--- src/rtl/psm_pkg.sv ---
// ============================================================================
// psm_pkg: shared types and constants of the match table
// Slot count, reserved ids, opcode and status codes, and the slot entry type.
// ============================================================================
`default_nettype none

package psm_pkg;

    localparam int SLOTS       = 32;
    localparam int MAX_RESULTS = 32;

    // used count holds 0..SLOTS, slot index holds 0..SLOTS-1
    localparam int CNT_W = $clog2(SLOTS + 1);
    localparam int IDX_W = (SLOTS > 1) ? $clog2(SLOTS) : 1;
    localparam int HIT_W = $clog2(MAX_RESULTS + 1);

    localparam logic [31:0] ID_ALL   = 32'hFFFF_FFFF;
    localparam logic [31:0] ID_ACK   = 32'hFFFF_FFFE;
    localparam logic [31:0] ID_ROUTE = 32'hFFFF_FFFD;

    typedef enum logic [1:0] {
        OP_SUBSCRIBE   = 2'd0,
        OP_UNSUBSCRIBE = 2'd1,
        OP_PUBLISH     = 2'd2
    } op_t;

    typedef enum logic [2:0] {
        ST_DELIVER = 3'd0,
        ST_ACK     = 3'd1,
        ST_UNSUB   = 3'd2,
        ST_REJECT  = 3'd3,
        ST_NOMATCH = 3'd4
    } status_t;

    typedef enum logic [1:0] {
        S_IDLE,
        S_SCAN,
        S_FINISH
    } state_t;

    typedef struct packed {
        logic [31:0] owner;
        logic [31:0] topic;
        logic        wild;
        logic        active;
    } entry_t;

    // controller to the cell chain: rotate enable and the entry fed at the tail
    typedef struct packed {
        logic   shift;
        entry_t tail;
    } chain_ctl_t;

endpackage

`default_nettype wire

--- src/rtl/psm_req_if.sv ---
// ============================================================================
// psm_req_if: request channel
// Valid/ready channel carrying one subscribe, unsubscribe or publish word.
// ============================================================================
`default_nettype none

interface psm_req_if;
    logic        valid;
    logic        ready;
    logic [1:0]  opcode;
    logic [31:0] message_id;
    logic [31:0] subscriber_id;
    logic [63:0] payload;

    modport source (output valid, opcode, message_id, subscriber_id, payload, input ready);
    modport sink   (input valid, opcode, message_id, subscriber_id, payload, output ready);
endinterface

`default_nettype wire

--- src/rtl/psm_rsp_if.sv ---
// ============================================================================
// psm_rsp_if: result channel
// Valid/ready channel carrying one delivery, acknowledgement or status word.
// ============================================================================
`default_nettype none

interface psm_rsp_if;
    logic        valid;
    logic        ready;
    logic [2:0]  status;
    logic [31:0] target_id;
    logic [31:0] delivered_id;
    logic [63:0] delivered_payload;
    logic        last;

    modport source (output valid, status, target_id, delivered_id, delivered_payload, last,
                    input ready);
    modport sink   (input valid, status, target_id, delivered_id, delivered_payload, last,
                    output ready);
endinterface

`default_nettype wire

--- src/rtl/publish_subscribe_match_table.sv ---
// A command passes through accept, one full rotation of the SLOTS-cell chain
// and a final result; rejected commands (reserved ids, undefined opcodes) skip
// the rotation. Commands are taken one at a time; a stalled result port pauses
// the rotation only when a further delivery waits.
// Reset: all slots inactive, used count zero, next id one; entry data is not
// cleared and no clearing pass runs.
// ============================================================================
// publish_subscribe_match_table: subscription table with publish fan-out
// A ring of slot cells rotates past a head sequencer that matches and edits.
// ============================================================================
`default_nettype none

module publish_subscribe_match_table
    import psm_pkg::*;
(
    input  wire logic  clk,
    input  wire logic  rst_n,
    psm_req_if.sink    request,
    psm_rsp_if.source  response
);

    entry_t     link [SLOTS];
    chain_ctl_t chain;

    psm_ctrl u_ctrl (
        .clk   (clk),
        .rst_n (rst_n),
        .req   (request),
        .rsp   (response),
        .head  (link[0]),
        .chain (chain)
    );

    for (genvar i = 0; i < SLOTS; i++)
    begin : g_cell
        entry_t feed;
        if (i == SLOTS - 1)
        begin : g_tail
            assign feed = chain.tail;
        end
        else
        begin : g_mid
            assign feed = link[i + 1];
        end

        psm_cell u_cell (
            .clk       (clk),
            .rst_n     (rst_n),
            .shift     (chain.shift),
            .entry_in  (feed),
            .entry_out (link[i])
        );
    end

endmodule

`default_nettype wire

--- src/rtl/psm_cell.sv ---
// ============================================================================
// psm_cell: one subscription slot of the rotating chain
// Holds one entry and takes its neighbor's entry whenever the chain shifts.
// ============================================================================
`default_nettype none

module psm_cell
    import psm_pkg::*;
(
    input  wire logic   clk,
    input  wire logic   rst_n,
    input  wire logic   shift,
    input  entry_t      entry_in,
    output entry_t      entry_out
);

    logic        active_reg;
    logic [31:0] owner_reg;
    logic [31:0] topic_reg;
    logic        wildcard_reg;

    always_ff @(posedge clk or negedge rst_n)
    begin
        if (!rst_n)
        begin
            active_reg <= 1'b0;
        end
        else if (shift)
        begin
            active_reg <= entry_in.active;
        end
    end

    always_ff @(posedge clk)
    begin
        if (shift)
        begin
            owner_reg    <= entry_in.owner;
            topic_reg    <= entry_in.topic;
            wildcard_reg <= entry_in.wild;
        end
    end

    assign entry_out = '{owner: owner_reg, topic: topic_reg,
                         wild: wildcard_reg, active: active_reg};

endmodule

`default_nettype wire

--- src/rtl/psm_ctrl.sv ---
// ============================================================================
// psm_ctrl: command sequencer at the head of the cell chain
// Rotates the table once per command that is not rejected, edits the head entry on its way to the
// tail, and queues results through a one-deep lookahead and an output register.
// ============================================================================
`default_nettype none

module psm_ctrl
    import psm_pkg::*;
(
    input  wire logic  clk,
    input  wire logic  rst_n,
    psm_req_if.sink    req,
    psm_rsp_if.source  rsp,
    input  entry_t     head,
    output chain_ctl_t chain
);

    state_t             state_reg, state_next;
    logic [IDX_W-1:0]   rot_reg, rot_next;
    logic [CNT_W-1:0]   used_reg, used_next;
    logic [31:0]        owner_ctr_reg, owner_ctr_next;
    logic [HIT_W-1:0]   hit_reg, hit_next;
    logic               done_reg, done_next;
    logic               rej_reg, rej_next;
    logic               pend_valid_reg, pend_valid_next;
    logic [31:0]        pend_target_reg, pend_target_next;
    logic [31:0]        ack_id_reg, ack_id_next;

    logic [1:0]         op_reg, op_next;
    logic [31:0]        mid_reg, mid_next;
    logic [31:0]        sid_reg, sid_next;
    logic [63:0]        pay_reg, pay_next;

    logic               out_valid_reg, out_valid_next;
    status_t            out_status_reg, out_status_next;
    logic [31:0]        out_target_reg, out_target_next;
    logic [31:0]        out_mid_reg, out_mid_next;
    logic [63:0]        out_pay_reg, out_pay_next;
    logic               out_last_reg, out_last_next;

    logic               out_free;
    logic               in_range;
    logic               at_append;
    logic               match;
    logic               stall;
    logic               rejected_now;
    logic [31:0]        owner_inc;

    always_ff @(posedge clk or negedge rst_n)
    begin
        if (!rst_n)
        begin
            state_reg      <= S_IDLE;
            rot_reg        <= '0;
            used_reg       <= '0;
            owner_ctr_reg  <= 32'd1;
            hit_reg        <= '0;
            done_reg       <= 1'b0;
            rej_reg        <= 1'b0;
            pend_valid_reg <= 1'b0;
            out_valid_reg  <= 1'b0;
        end
        else
        begin
            state_reg      <= state_next;
            rot_reg        <= rot_next;
            used_reg       <= used_next;
            owner_ctr_reg  <= owner_ctr_next;
            hit_reg        <= hit_next;
            done_reg       <= done_next;
            rej_reg        <= rej_next;
            pend_valid_reg <= pend_valid_next;
            out_valid_reg  <= out_valid_next;
        end
    end

    always_ff @(posedge clk)
    begin
        op_reg          <= op_next;
        mid_reg         <= mid_next;
        sid_reg         <= sid_next;
        pay_reg         <= pay_next;
        pend_target_reg <= pend_target_next;
        ack_id_reg      <= ack_id_next;
        out_status_reg  <= out_status_next;
        out_target_reg  <= out_target_next;
        out_mid_reg     <= out_mid_next;
        out_pay_reg     <= out_pay_next;
        out_last_reg    <= out_last_next;
    end

    assign out_free  = !out_valid_reg || rsp.ready;
    assign in_range  = CNT_W'(rot_reg) < used_reg;
    assign at_append = CNT_W'(rot_reg) == used_reg;
    assign match     = in_range && head.active && (head.wild || head.topic == mid_reg)
                       && (hit_reg < HIT_W'(MAX_RESULTS));
    assign owner_inc = owner_ctr_reg + 32'd1;

    always_comb
    begin
        state_next       = state_reg;
        rot_next         = rot_reg;
        used_next        = used_reg;
        owner_ctr_next   = owner_ctr_reg;
        hit_next         = hit_reg;
        done_next        = done_reg;
        rej_next         = rej_reg;
        pend_valid_next  = pend_valid_reg;
        pend_target_next = pend_target_reg;
        ack_id_next      = ack_id_reg;
        op_next          = op_reg;
        mid_next         = mid_reg;
        sid_next         = sid_reg;
        pay_next         = pay_reg;
        out_valid_next   = out_valid_reg && !rsp.ready;
        out_status_next  = out_status_reg;
        out_target_next  = out_target_reg;
        out_mid_next     = out_mid_reg;
        out_pay_next     = out_pay_reg;
        out_last_next    = out_last_reg;
        chain.shift      = 1'b0;
        chain.tail       = head;
        req.ready        = 1'b0;
        stall            = 1'b0;
        rejected_now     = 1'b0;

        case (state_reg)
            S_IDLE:
            begin
                req.ready = 1'b1;
                if (req.valid)
                begin
                    op_next         = req.opcode;
                    mid_next        = req.message_id;
                    sid_next        = req.subscriber_id;
                    pay_next        = req.payload;
                    rot_next        = '0;
                    hit_next        = '0;
                    done_next       = 1'b0;
                    pend_valid_next = 1'b0;
                    case (req.opcode)
                        OP_SUBSCRIBE:   rejected_now = (req.message_id == ID_ROUTE);
                        OP_UNSUBSCRIBE: rejected_now = 1'b0;
                        OP_PUBLISH:     rejected_now = (req.message_id == ID_ALL)
                                                       || (req.message_id == ID_ACK)
                                                       || (req.message_id == ID_ROUTE);
                        default:        rejected_now = 1'b1;
                    endcase
                    rej_next   = rejected_now;
                    state_next = rejected_now ? S_FINISH : S_SCAN;
                end
            end

            S_SCAN:
            begin
                case (op_reg)
                    OP_SUBSCRIBE:
                    begin
                        // first free slot below the used count, else append
                        if (!done_reg && ((in_range && !head.active) || at_append))
                        begin
                            chain.tail     = '{owner: owner_ctr_reg, topic: mid_reg,
                                               wild: (mid_reg == ID_ALL), active: 1'b1};
                            done_next      = 1'b1;
                            ack_id_next    = owner_ctr_reg;
                            owner_ctr_next = (owner_inc == 32'd0) ? 32'd1 : owner_inc;
                            if (at_append)
                            begin
                                used_next = used_reg + CNT_W'(1);
                            end
                        end
                    end
                    OP_UNSUBSCRIBE:
                    begin
                        if (!done_reg && sid_reg != 32'd0 && in_range && head.owner == sid_reg)
                        begin
                            chain.tail.active = 1'b0;
                            done_next         = 1'b1;
                        end
                    end
                    OP_PUBLISH:
                    begin
                        // hold the previous hit until the next one shows it was not last
                        stall = match && pend_valid_reg && !out_free;
                        if (match && !stall)
                        begin
                            hit_next         = hit_reg + HIT_W'(1);
                            pend_valid_next  = 1'b1;
                            pend_target_next = head.owner;
                            if (pend_valid_reg)
                            begin
                                out_valid_next  = 1'b1;
                                out_status_next = ST_DELIVER;
                                out_target_next = pend_target_reg;
                                out_mid_next    = mid_reg;
                                out_pay_next    = pay_reg;
                                out_last_next   = 1'b0;
                            end
                        end
                    end
                    default:
                    begin
                        stall = 1'b0;
                    end
                endcase

                if (!stall)
                begin
                    chain.shift = 1'b1;
                    rot_next    = rot_reg + IDX_W'(1);
                    if (rot_reg == IDX_W'(SLOTS - 1))
                    begin
                        rot_next   = '0;
                        state_next = S_FINISH;
                    end
                end
            end

            S_FINISH:
            begin
                if (out_free)
                begin
                    out_valid_next  = 1'b1;
                    out_last_next   = 1'b1;
                    out_status_next = ST_REJECT;
                    out_target_next = 32'd0;
                    out_mid_next    = 32'd0;
                    out_pay_next    = 64'd0;
                    if (!rej_reg)
                    begin
                        case (op_reg)
                            OP_SUBSCRIBE:
                            begin
                                // no slot found means the table is full
                                if (done_reg)
                                begin
                                    out_status_next = ST_ACK;
                                    out_target_next = ack_id_reg;
                                    out_mid_next    = ID_ACK;
                                    out_pay_next    = {32'd0, ack_id_reg};
                                end
                            end
                            OP_UNSUBSCRIBE:
                            begin
                                out_status_next = ST_UNSUB;
                                out_target_next = sid_reg;
                            end
                            OP_PUBLISH:
                            begin
                                out_status_next = pend_valid_reg ? ST_DELIVER : ST_NOMATCH;
                                out_target_next = pend_valid_reg ? pend_target_reg : 32'd0;
                                out_mid_next    = mid_reg;
                                out_pay_next    = pay_reg;
                            end
                            default:
                            begin
                                out_status_next = ST_REJECT;
                            end
                        endcase
                    end
                    pend_valid_next = 1'b0;
                    state_next      = S_IDLE;
                end
            end

            default:
            begin
                state_next = S_IDLE;
            end
        endcase
    end

    assign rsp.valid             = out_valid_reg;
    assign rsp.status            = out_status_reg;
    assign rsp.target_id         = out_target_reg;
    assign rsp.delivered_id      = out_mid_reg;
    assign rsp.delivered_payload = out_pay_reg;
    assign rsp.last              = out_last_reg;

endmodule

`default_nettype wire

--- src/flat_wrapper.sv ---
// flat-port wrapper written by rule: the top's interface ports become plain ports
module publish_subscribe_match_table_flat import psm_pkg::*;
  (clk, rst_n, request_valid, request_opcode, request_message_id, request_subscriber_id, request_payload, request_ready, response_valid, response_status, response_target_id, response_delivered_id, response_delivered_payload, response_last, response_ready);
  psm_req_if request_i ();
  psm_rsp_if response_i ();
  input  wire logic clk;
  input  wire logic rst_n;
  input wire logic [$bits(request_i.valid)-1:0] request_valid;
  input wire logic [$bits(request_i.opcode)-1:0] request_opcode;
  input wire logic [$bits(request_i.message_id)-1:0] request_message_id;
  input wire logic [$bits(request_i.subscriber_id)-1:0] request_subscriber_id;
  input wire logic [$bits(request_i.payload)-1:0] request_payload;
  output wire logic [$bits(request_i.ready)-1:0] request_ready;
  output wire logic [$bits(response_i.valid)-1:0] response_valid;
  output wire logic [$bits(response_i.status)-1:0] response_status;
  output wire logic [$bits(response_i.target_id)-1:0] response_target_id;
  output wire logic [$bits(response_i.delivered_id)-1:0] response_delivered_id;
  output wire logic [$bits(response_i.delivered_payload)-1:0] response_delivered_payload;
  output wire logic [$bits(response_i.last)-1:0] response_last;
  input wire logic [$bits(response_i.ready)-1:0] response_ready;
  assign request_i.valid = request_valid;
  assign request_i.opcode = request_opcode;
  assign request_i.message_id = request_message_id;
  assign request_i.subscriber_id = request_subscriber_id;
  assign request_i.payload = request_payload;
  assign request_ready = request_i.ready;
  assign response_valid = response_i.valid;
  assign response_status = response_i.status;
  assign response_target_id = response_i.target_id;
  assign response_delivered_id = response_i.delivered_id;
  assign response_delivered_payload = response_i.delivered_payload;
  assign response_last = response_i.last;
  assign response_i.ready = response_ready;
  publish_subscribe_match_table u_core (.clk(clk), .rst_n(rst_n), .request(request_i), .response(response_i));
endmodule
--- config.mk ---
export PLATFORM = sky130hd
export DESIGN_NAME = publish_subscribe_match_table_flat
export DESIGN_NICKNAME = d
export VERILOG_FILES = /design/src/rtl/psm_pkg.sv /design/src/rtl/psm_req_if.sv /design/src/rtl/psm_rsp_if.sv /design/src/rtl/publish_subscribe_match_table.sv /design/src/rtl/psm_cell.sv /design/src/rtl/psm_ctrl.sv /design/src/flat_wrapper.sv
export SDC_FILE = /design/constraint.sdc
export NUM_CORES = 2
export LEC_CHECK = 0
export BUFFER_PORTS_ARGS = -buffer_cell sky130_fd_sc_hd__buf_2
export CAP_MARGIN = 0
export CORE_MARGIN = 5
export CORE_UTILIZATION = 45
export CTS_CLUSTER_SIZE = 25
export DETAILED_ROUTE_END_ITERATION = 12
export PLACE_DENSITY_LB_ADDON = 0.12
export SLEW_MARGIN = 5
export SYNTH_ARGS = -nofsm -noshare
export SYNTH_HDL_FRONTEND = slang
export SYNTH_SLANG_ARGS = --single-unit
--- constraint.sdc ---
create_clock -name clk -period 51.3 [get_ports clk]
set_input_delay 2.565 -clock clk [delete_from_list [all_inputs] [get_ports clk]]
set_output_delay 2.565 -clock clk [all_outputs]
set_load 0.02 [all_outputs]
==> out/qor.txt <==
Layout cell share with drive strength beyond 1: 16.7%
Number of placed cells counting well taps: 6,048
FF-to-FF path depth: 11
Most frequent cells in the layout: 2,406 x edfxtp_1, 270 x nand2_1, 266 x buf_2
Post-CTS Resized: 0
Crit Path Class: in2reg
Final Cell Area: 92,400 um^2
CP Launch Type: input port
Critical Path AT: 7.68 ns
Yosys reg bits: 2,493
Pwr/cell area: 60.6 nW/um^2
Number of fill cells in the layout: 14.0k
Initial antenna violation count: 9
Avg Vias per Cell: 4.97
Reg clk slew, reported paths: 0.06 ns
Setup repair bufs after CTS: 0
Max VDD drop: 0.0437 mV
Final GP Congestion: 0.804
Pins Over Slew Limit: 0
Setup TNS: 0 ns
FF-to-FF End: u_core.g_cell[16].u_cell.owner_reg[14]$_DFFE_PP_
Largest family of logic cells by synthesized area: simple AND/OR/NAND/NOR gates
MaxCap Viol Count: 0
Worst-skew pair later-pin latency: 0.85 ns
Compound-cell area share of the yosys netlist: 1.86%
Vias: 32.3k
CTS tree: yes
Pleak: 30.9 nW
Max Fanout on Critical Path: 194
Remaining design rule violation count: 0
# rows: 155
Initial DRC count: 3,410
Initial Utilization: 45.2%
Die ar.: 187,000 um^2
Final WL: 137 mm
Adder-Cell Fraction of Synth Area: 0.280%
Fin cells: 6,499
Top cells by area, synth: edfxtp_1 90%, dfrtp_1 2.7%, nand2_1 1.3%, xnor2_1 0.83%, mux2_2 0.45%
RSZ-0062 raised after global routing: no
Layout Utilization: 51.9%
Post-CTS Hold Fix Bufs: 0
Global route overflow: 0
Vias in the first global route: 31.7k
Clock Tree Buf Depth: 3
Count of final setup violators: 0
Post-DRT Antenna Nets: 0
DRT Pass-1 Iters: 5
Post-synthesis mux area share: 0.568%
Crit end category: register
Clock Sinks: 2,493
Post-synth top flop: edfxtp_1
CORE AREA: 178,000 um^2
Slew @ Worst Pin: 1.09 ns
Min-Delay Path Class: reg2reg
CP Data Required Time: 51.75 ns
Avg WL per Cell: 21.1 um
Post-Synth Simple-Gate Area: 3.13%
Sequential-to-total area share from yosys stat: 92.5%
Synth Area in XOR/XNOR: 1.10%
Root Driver: clkbuf_16
Post-synth EDFFs: 2,406
Syn_area_per_cell: 23.1 um^2
Tot Pwr: 5.60 mW
GRT Total Usage: 14.3%
Yosys cell types: 72
Yosys top cell area share: 89.8%
Largest net degree at the start of global routing: 215
Synth warn: 0
FF-to-FF setup slack: 44.70 ns
Syn_nets: 3,634
Crit path capture: u_core.g_cell[16].u_cell.owner_reg[14]$_DFFE_PP_
Async S/R FF share, synth: 3.49%
Ports: 268
Syn-to-layout area delta: 14.9%
Status: finished clean
Maximum clock frequency: 138 MHz
Die W: 433 um
Worst Skew: 0.0475 ns
Most common cell after layout, fill and taps aside: edfxtp_1
IO Port Bufs: 267
Post-synth top area cell: edfxtp_1
Final hold viol count: 0
Placed inst area: 84,700 um^2
Tcrit/Tclk final: 14.1%
Slew headroom: 27.6%
Hpwl dp: 78.9 mm
Minimum clock period: 7.23 ns
Syn Std Cell Area: 80,400 um^2
Crit path from: response_ready
Die height: 433 um
Final net count: 4,088
Syn Inst Count: 3,482
CTS buffer count: 241
Max H-tree Level: 4
First-pass GRT wire length: 201 mm
Reg2reg start: u_core.u_ctrl.mid_reg[4]$_DFFE_PP_
[cell families (layout without fill, tap and decap cells)]
group / after synthesis / in the layout
flip-flops: 2493 / 2493
AND/OR/NAND/NOR: 521 / 521
AO/OA/AOI/OAI: 204 / 204
buffers and inverters: 104 / 759
XOR/XNOR: 101 / 101
multiplexers: 41 / 41
adder cells (fa/ha/maj): 18 / 18
other: 0 / 7
[worst min path at each step]
stage | from | end | slack [ns] | depth (start not counted)
floorplan | u_core.g_cell[1].u_cell.owner_reg[0]$_DFFE_PP_ | u_core.g_cell[0].u_cell.owner_reg[0]$_DFFE_PP_ | 0.40 | 0
global placement | u_core.g_cell[2].u_cell.owner_reg[28]$_DFFE_PP_ | u_core.g_cell[1].u_cell.owner_reg[28]$_DFFE_PP_ | 0.40 | 0
detailed placement | u_core.g_cell[1].u_cell.owner_reg[28]$_DFFE_PP_ | u_core.g_cell[0].u_cell.owner_reg[28]$_DFFE_PP_ | 0.40 | 0
CTS | u_core.g_cell[27].u_cell.topic_reg[6]$_DFFE_PP_ | u_core.g_cell[26].u_cell.topic_reg[6]$_DFFE_PP_ | 0.39 | 0
global route | u_core.g_cell[27].u_cell.topic_reg[6]$_DFFE_PP_ | u_core.g_cell[26].u_cell.topic_reg[6]$_DFFE_PP_ | 0.39 | 0
finish | u_core.g_cell[27].u_cell.topic_reg[6]$_DFFE_PP_ | u_core.g_cell[26].u_cell.topic_reg[6]$_DFFE_PP_ | 0.39 | 0
[final cells by class]
type	count	area (um^2)	share of cell area (%)
antenna	7	17.5	0.0190
clock buffer	308	6380	6.91
clock inverter	136	1280	1.39
inverter	17	73.8	0.0799
multi-input combinational	885	5620	6.08
sequential	2493	74400	80.5
tap	2355	2950	3.19
timing repair buffer	298	1660	1.80
[through the flow]
| stage | setup WS (ns) | hold slack [ns] |
|---|---|---|
| global route | 43.67 | 0.392 |
| finish | 44.07 | 0.391 |
| floorplan | 5.73 | 0.400 |
| CTS | 43.99 | 0.385 |
| global placement | 43.16 | 0.400 |
| detailed placement | 43.03 | 0.405 |
[layer usage]
| layer | track usage (%) | up-vias | wire [um] |
|---|---|---|---|
| li1 | - | 14700 | - |
| met4 | 6.93 | 0 | 6440 |
| met5 | 0 | - | 0 |
| met2 | 21.0 | 703 | 61500 |
| met3 | 2.82 | 315 | 5930 |
| met1 | 20.9 | 16600 | 63300 |
[power breakdown]
| group | total (mW) | internal [mW] | switching [mW] |
|---|---|---|---|
| Clock | 1.70 | 0.969 | 0.730 |
| Sequential | 3.30 | 3.10 | 0.194 |
| Combinational | 0.600 | 0.110 | 0.490 |
[worst max-delay path: stages]
cell,delay (ns)
buf_2,0.13
nor2b_1,0.14
nand4_1,0.22
o31ai_4,0.07
buf_4,0.29
inv_8,0.74
buf_4,0.91
buf_4,0.71
buf_4,0.86
buf_12,0.73
[cells in the mapped netlist, types with 32 or more instances]
cell / count
mux2_2: 32
a21o_1: 34
nand3_1: 32
o21ai_0: 48
clkbuf_1: 57
nand4_1: 51
and2_1: 40
xnor2_1: 76
nor2_1: 35
nand2_1: 271
a22oi_1: 32
edfxtp_1: 2406
dfrtp_1: 86
a32o_1: 32
No activity file was read; power rests on OpenSTA's default activity.
